==> config.mk <==
export PLATFORM = sky130hd
export DESIGN_NAME = pmbus_telemetry_decode_top
export DESIGN_NICKNAME = d
export VERILOG_FILES = /design/src/rtl/ptd_pkg.sv /design/src/rtl/pmbus_telemetry_decode_top.sv
export SDC_FILE = /design/constraint.sdc
export NUM_CORES = 1
export LEC_CHECK = 0
export ABC_AREA = 0
export BUFFER_PORTS_ARGS = -buffer_cell sky130_fd_sc_hd__buf_2
export CAP_MARGIN = 10
export CORE_MARGIN = 2
export CORE_UTILIZATION = 59
export CTS_BUF_LIST = sky130_fd_sc_hd__clkbuf_16
export DETAILED_ROUTE_END_ITERATION = 10
export PLACE_DENSITY = 0.91
export RECOVER_POWER = 100
export SLEW_MARGIN = 40
export SYNTH_ARGS = -nofsm -noshare
export SYNTH_HDL_FRONTEND = slang
export SYNTH_SLANG_ARGS = --single-unit
==> constraint.sdc <==
create_clock -name clk -period 11.8 [get_ports clk]
set_clock_uncertainty 0.05 [all_clocks]
set_input_delay 0.59 -clock clk [delete_from_list [all_inputs] [get_ports clk]]
set_output_delay 0.59 -clock clk [all_outputs]
set_load 0.005 [all_outputs]
==> src/rtl/ptd_pkg.sv <==
`timescale 1ns / 1ps
// ----------------------------------------------------------------------------
// ptd_pkg
// Shared types and constants of the telemetry word decoder.
// ----------------------------------------------------------------------------
package ptd_pkg;

    // Command codes
    localparam logic [7:0] CMD_VOUT = 8'h8B;
    localparam logic [7:0] CMD_IOUT = 8'h8C;
    localparam logic [7:0] CMD_TEMP = 8'h8D;
    localparam logic [7:0] CMD_POUT = 8'h96;

    // Result status codes
    localparam logic [1:0] ST_OK       = 2'd0;
    localparam logic [1:0] ST_BUS_FAIL = 2'd1;
    localparam logic [1:0] ST_NOT_INIT = 2'd2;

    // Field widths
    localparam int FUNC_W   = 8;
    localparam int RAW_W    = 16;
    localparam int INT_W    = 26;
    localparam int FRAC_W   = 11;
    localparam int STATUS_W = 2;

    // Stream widths
    localparam int S_TDATA_W = RAW_W;
    localparam int S_TUSER_W = FUNC_W + 1;
    localparam int M_TDATA_W = 40;
    localparam int M_TUSER_W = STATUS_W;

    // Configuration port
    localparam int APB_ADDR_W = 3;
    localparam int APB_DATA_W = 32;

    typedef struct packed {
        logic [FRAC_W-1:0] fraction_part;
        logic [INT_W-1:0]  integer_part;
    } ptd_value_t;

endpackage

==> src/rtl/pmbus_telemetry_decode_top.sv <==
`timescale 1ns / 1ps
// ----------------------------------------------------------------------------
// pmbus_telemetry_decode_top
// A result transaction passes through the input register, the decode logic
// and the result register, and m_tvalid comes from the result register.
// Throughput: one word per cycle while m_tready is not held low; the
// decode path is a single shift/constant-multiply pass.
// Reset: rst_n clears both pipeline valids and device_ready (reads report
// not initialized until software sets it).
// ----------------------------------------------------------------------------
module pmbus_telemetry_decode_top
    import ptd_pkg::*;
(
    input  logic                  clk,
    input  logic                  rst_n,

    input  logic                  s_tvalid,
    output logic                  s_tready,
    input  logic [S_TDATA_W-1:0]  s_tdata,   // [15:0] raw_word
    input  logic [S_TUSER_W-1:0]  s_tuser,   // [7:0] func, [8] read_failed

    output logic                  m_tvalid,
    input  logic                  m_tready,
    output logic [M_TDATA_W-1:0]  m_tdata,   // [25:0] integer_part,
                                             // [36:26] fraction_part, [39:37] 0
    output logic [M_TUSER_W-1:0]  m_tuser,   // [1:0] status

    input  logic                  psel,
    input  logic                  penable,
    input  logic                  pwrite,
    input  logic [APB_ADDR_W-1:0] paddr,
    input  logic [APB_DATA_W-1:0] pwdata,
    output logic [APB_DATA_W-1:0] prdata,
    output logic                  pready
);

    // ------------------------------------------------------------------
    // Configuration register
    // ------------------------------------------------------------------
    logic dev_ready_reg;
    logic cfg_wr;

    assign pready = 1'b1;
    assign cfg_wr = psel && penable && pwrite && pready && !paddr[2];
    assign prdata = {{(APB_DATA_W-1){1'b0}}, dev_ready_reg};

    always_ff @(posedge clk or negedge rst_n)
    begin
        if (!rst_n)
        begin
            dev_ready_reg <= 1'b0;
        end
        else if (cfg_wr)
        begin
            dev_ready_reg <= pwdata[0];
        end
    end

    // ------------------------------------------------------------------
    // Pipeline control
    // ------------------------------------------------------------------
    logic in_valid_reg;
    logic out_valid_reg;
    logic out_load;
    logic in_load;

    assign out_load = in_valid_reg && (!out_valid_reg || m_tready);
    assign s_tready = !in_valid_reg || out_load;
    assign in_load  = s_tvalid && s_tready;

    always_ff @(posedge clk or negedge rst_n)
    begin
        if (!rst_n)
        begin
            in_valid_reg  <= 1'b0;
            out_valid_reg <= 1'b0;
        end
        else
        begin
            if (in_load)
            begin
                in_valid_reg <= 1'b1;
            end
            else if (out_load)
            begin
                in_valid_reg <= 1'b0;
            end

            if (out_load)
            begin
                out_valid_reg <= 1'b1;
            end
            else if (m_tready)
            begin
                out_valid_reg <= 1'b0;
            end
        end
    end

    // ------------------------------------------------------------------
    // Input register
    // ------------------------------------------------------------------
    logic [FUNC_W-1:0] func_reg;
    logic [RAW_W-1:0]  raw_reg;
    logic              fail_reg;

    always_ff @(posedge clk)
    begin
        if (in_load)
        begin
            func_reg <= s_tuser[FUNC_W-1:0];
            raw_reg  <= s_tdata;
            fail_reg <= s_tuser[FUNC_W];
        end
    end

    // ------------------------------------------------------------------
    // Decode
    // ------------------------------------------------------------------
    ptd_value_t        val_next;
    logic [1:0]        status_next;

    logic [10:0]       low11;
    logic              man_neg;
    logic [10:0]       man_mag;
    logic [4:0]        exp_raw;
    logic [4:0]        rshift;
    logic [INT_W-1:0]  lin_whole;
    logic [10:0]       rem_mask;
    logic [10:0]       rem;
    logic [20:0]       rem_milli;
    logic [9:0]        lin_frac;
    logic [INT_W-1:0]  lin_int_s;
    logic [FRAC_W-1:0] lin_frac_s;
    logic [1:0]        vout_whole;
    logic [10:0]       vout_frac;

    always_comb
    begin
        low11   = raw_reg[10:0];
        man_neg = raw_reg[10];
        man_mag = man_neg ? (~low11 + 11'd1) : low11;
        exp_raw = raw_reg[15:11];
        // negative exponent: right shift by 32 - exp_raw (1..16)
        rshift  = ~exp_raw + 5'd1;

        rem_mask  = 11'((17'd1 << rshift) - 17'd1);
        rem       = man_mag & rem_mask;
        // remainder * 1000 as shifts and subtracts
        rem_milli = ({10'd0, rem} << 10) - ({10'd0, rem} << 4) - ({10'd0, rem} << 3);
        // each fraction digit group stays below 1000
        lin_frac  = 10'(rem_milli >> rshift);

        if (exp_raw[4])
        begin
            lin_whole = INT_W'(man_mag >> rshift);
        end
        else
        begin
            lin_whole = INT_W'(man_mag) << exp_raw[3:0];
        end

        lin_int_s = man_neg ? (~lin_whole + INT_W'(1)) : lin_whole;
        if (!exp_raw[4])
        begin
            lin_frac_s = '0;
        end
        else if (man_neg)
        begin
            lin_frac_s = ~{1'b0, lin_frac} + FRAC_W'(1);
        end
        else
        begin
            lin_frac_s = {1'b0, lin_frac};
        end

        // millivolts to volts, low11 is below 2048
        if (low11 >= 11'd2000)
        begin
            vout_whole = 2'd2;
            vout_frac  = low11 - 11'd2000;
        end
        else if (low11 >= 11'd1000)
        begin
            vout_whole = 2'd1;
            vout_frac  = low11 - 11'd1000;
        end
        else
        begin
            vout_whole = 2'd0;
            vout_frac  = low11;
        end

        val_next    = '0;
        status_next = ST_OK;
        if (!dev_ready_reg)
        begin
            status_next = ST_NOT_INIT;
        end
        else if (fail_reg)
        begin
            status_next = ST_BUS_FAIL;
        end
        else
        begin
            case (func_reg)
                CMD_TEMP:
                begin
                    if (!raw_reg[10])
                    begin
                        val_next.integer_part = INT_W'(raw_reg[9:0]);
                    end
                end
                CMD_VOUT:
                begin
                    val_next.integer_part  = INT_W'(vout_whole);
                    val_next.fraction_part = vout_frac;
                end
                CMD_IOUT:
                begin
                    val_next.integer_part  = lin_int_s;
                    val_next.fraction_part = lin_frac_s;
                end
                CMD_POUT:
                begin
                    val_next.integer_part  = INT_W'(low11[10:2]);
                    // quarter watts: 0, 250, 500, 750
                    val_next.fraction_part = FRAC_W'({low11[1:0], 8'd0})
                                           - FRAC_W'({low11[1:0], 2'd0})
                                           - FRAC_W'({low11[1:0], 1'b0});
                end
                default:
                begin
                    val_next = '0;
                end
            endcase
        end
    end

    // ------------------------------------------------------------------
    // Result register
    // ------------------------------------------------------------------
    ptd_value_t  val_reg;
    logic [1:0]  status_reg;

    always_ff @(posedge clk)
    begin
        if (out_load)
        begin
            val_reg    <= val_next;
            status_reg <= status_next;
        end
    end

    assign m_tvalid = out_valid_reg;
    assign m_tdata  = {3'b000, val_reg};
    assign m_tuser  = status_reg;

endmodule

==> flow_summary.ini <==
[clocking]
clk_pin_slew_worst_paths_ns = 0.07
cts_tree = built
insertion_delay_ns = 0.35
clk_path_buf_depth = 2
cts.htree.levels = 3
cts_buffers = 9
cts_root_buf = clkbuf_16
cts_setup_buffers = 0
ctsResizeCount = 0
postCtsHoldBufs = 1
cts_sinks = 67

[pwr]
max-vdd-ir-drop_mv = 0.08999
seq_power_share_pct = 23.6
internal_power_uw = 678.0
leakagePower_nw = 3.577
p_per_area_nw_per_um2 = 133.5
p_switching_uw = 566.1
power_switching_share_pct = 45.50
clkPwrFrac_pct = 21.4
power.total_mw = 1.244
pwr-share-comb_pct = 55.0

[logic_synthesis]
synth_area_um2 = 8776
synthArstFlopShare_pct = 4.478
synth_flop_cell = edfxtp_1
synthCells = 1084
ys_types = 105
synth.avg_cell_area_um2 = 8.096
seq_area_frac_synth_pct = 22.75
ys_ff_latch = 67
synth_edf_count = 64
yosysWarnings = 0

[global_route]
antenna_found_initial = 0
globalRouteOverflowTotal = 0
grt_usage_pct = 33.08
grt_pass1_wl_um = 42640
grt_max_degree = 54
grt_pass1_vias = 8208

[setup_path]
end_kind = flip-flop
worst_path_most_repeated_cell = ha_1
crit_family = compound AO/OA/AOI/OAI gates
r2r_cells = 29
slowest_stage = o311ai_0
cp_num_buf_inv = 3
crit_arrival_ns = 9.66
crit_type = reg -> reg
r2r-start = raw_reg[12]$_DFFE_PP_
cp_max_fo = 21
critPathRequiredTime_ns = 11.85
startpoint_type = flip-flop
rrSetupSlack_ns = 2.19
r2r_end = m_tdata[34]$_SDFFCE_PP0P_
critPathMaxStageDelay_ns = 0.72

[route]
dr.pass1.iters = 7
antenna_left = 0
wire_per_inst_um = 20.73
drc = 0
first_iter_violations = 1337
wirelength_um = 27030
viasPerCell = 6.958
vias = 9073

[timing]
timing.fmax_mhz = 104.0
slew_headroom_pct = -45.99
final-setup-viol-count = 0
rsz0062_at_grt = no
hold_viol_final = 0
fin_crit_sh_pct = 81.47
tns_ns = 0
tightest_slew_ns = 2.190
slew_violations = 107
finalWorstPathRequiredPeriod_ns = 9.613

[floorplan]
rows = 44
initial_core_util_pct = 60.38
design.portCount = 144
die_w_um = 126.0
die_h_um = 126.0
die_area_um2 = 15870
coreArea_um2 = 14530

[status]
status = complete, but fails checks
violations = max-capacitance violations, max-slew violations

[layout]
synthToLayoutAreaGrowth_pct = 6.216
fin_nets = 1235
largest_reg_flops = 37
drive_above_1_share_pct = 11.43
diodes = 0

[hold_path]
min_from = s_tuser[5]
hold_path_end = func_reg[5]$_DFFE_PP_
min_path_cells = 1
hold_class = in -> reg

[flow_run]
drv_cap = 3

[placement]
gp_congestion = 0.9929
port_buffers = 75
hpwl_um = 19750
worst max-delay path by stage:
stage,from,cells after the start,end,slack [ns]
6_report,raw_reg[12]$_DFFE_PP_,29,m_tdata[34]$_SDFFCE_PP0P_,2.19
5_1_grt,raw_reg[12]$_DFFE_PP_,29,m_tdata[34]$_SDFFCE_PP0P_,1.52
4_1_cts,raw_reg[12]$_DFFE_PP_,28,m_tdata[34]$_SDFFCE_PP0P_,2.54
3_5_place_dp,raw_reg[12]$_DFFE_PP_,28,m_tdata[34]$_SDFFCE_PP0P_,2.55
3_3_place_gp,raw_reg[12]$_DFFE_PP_,25,m_tdata[36]$_SDFFCE_PP0P_,2.83
2_1_floorplan,raw_reg[11]$_DFFE_PP_,35,m_tdata[34]$_SDFFCE_PP0P_,3.45
metrics by stage:
step	setup slack [ns]	hold slack [ns]	utilization (%)	instances	instance area, um^2
after CTS	2.538	0.3533	64.57	1304	9384
after global routing	1.518	0.3528	64.14	1304	9321
final	2.187	0.3581	64.14	1304	9321
after global placement	2.826	0.3393	62.38	1286	9066
after detailed placement	2.551	0.3424	62.48	1287	9081
after floorplan	3.453	0.2444	-	1117	8900
cells in the mapped netlist (all sizes together), types with 18 or more instances:
cell	instances	area, um^2
buf	56	367.8
ha	49	613.1
a21oi	63	315.3
nand2	113	424.2
nor2	116	437.9
nor3	22	115.1
inv	33	123.9
xnor2	32	280.3
o21ai	73	365.4
mux2i	18	180.2
xor2	25	219.0
edfxtp	64	1922
nand3	26	130.1
clkbuf	49	183.9
a31oi	18	112.6
o211ai	19	142.6
placed cells by master, fill, tap and decap left out, types with 9 or more instances in the layout:
| master | netlist | layout |
|---|---|---|
| and2_1 | 11 | 11 |
| o22ai_1 | 9 | 9 |
| buf_4 | 36 | 12 |
| a211oi_1 | 12 | 12 |
| buf_2 | 6 | 48 |
| o31ai_1 | 17 | 17 |
| nand2_1 | 113 | 113 |
| nor2_1 | 115 | 114 |
| a21o_1 | 13 | 13 |
| clkbuf_1 | 49 | 30 |
| mux4_2 | 12 | 12 |
| edfxtp_1 | 64 | 64 |
| xnor2_1 | 32 | 32 |
| mux2i_1 | 18 | 18 |
| a31oi_1 | 18 | 18 |
| nand3_1 | 26 | 26 |
| nand4_1 | 9 | 10 |
| ha_1 | 49 | 49 |
| o211ai_1 | 19 | 19 |
| o21ai_0 | 64 | 65 |
| inv_1 | 33 | 33 |
| clkbuf_16 | 0 | 9 |
| xor2_1 | 25 | 25 |
| conb_1 | 2 | 35 |
| a22oi_1 | 17 | 17 |
| nand2b_1 | 9 | 9 |
| a21oi_1 | 63 | 63 |
| nor3_1 | 21 | 21 |
cell families (layout without fill, tap and decap cells):
kind of cell	count (synthesis)	count (layout)	share of synthesized area, %
compound gates	346	346	27.69
xor+xnor	57	57	5.689
fa+ha+maj	53	53	7.899
buf+inv	140	143	7.784
flops	67	67	22.75
mux	35	35	5.945
other cells	2	35	0.08558
simple gates	384	384	22.16
power groups by stage:
stage / sequential (mW) / clock (mW) / combinational (mW)
after CTS: 0.292 / 0.267 / 0.664
after global routing: 0.295 / 0.279 / 0.736
after floorplan: 0.292 / 0 / 0.519
after detailed placement: 0.297 / 0 / 0.659
after global placement: 0.296 / 0 / 0.646
final: 0.294 / 0.266 / 0.684
per-layer routing:
metal  part of all wire (%)  wire length (um)  track usage (%)  vias up
met5                      0                 0                0        -
met4                    4.1              1107            15.06        0
met1                     38             10320            44.21     4212
met3                     12              3208            6.330      104
met2                     46             12390            52.18      670
li1                       -                 -                -     4087
area by class of cell:
type | count | area (um^2)
Clock buffer | 9 | 225.2
Timing Repair Buffer | 92 | 464.2
Sequential cell | 67 | 1997
Inverter | 35 | 131.4
Clock inverter | 7 | 67.56
Multi-Input combinational cell | 910 | 6206
Tap cell | 184 | 230.2
Fill cell | 1253 | 5213
(Power assumes the default switching activity.)
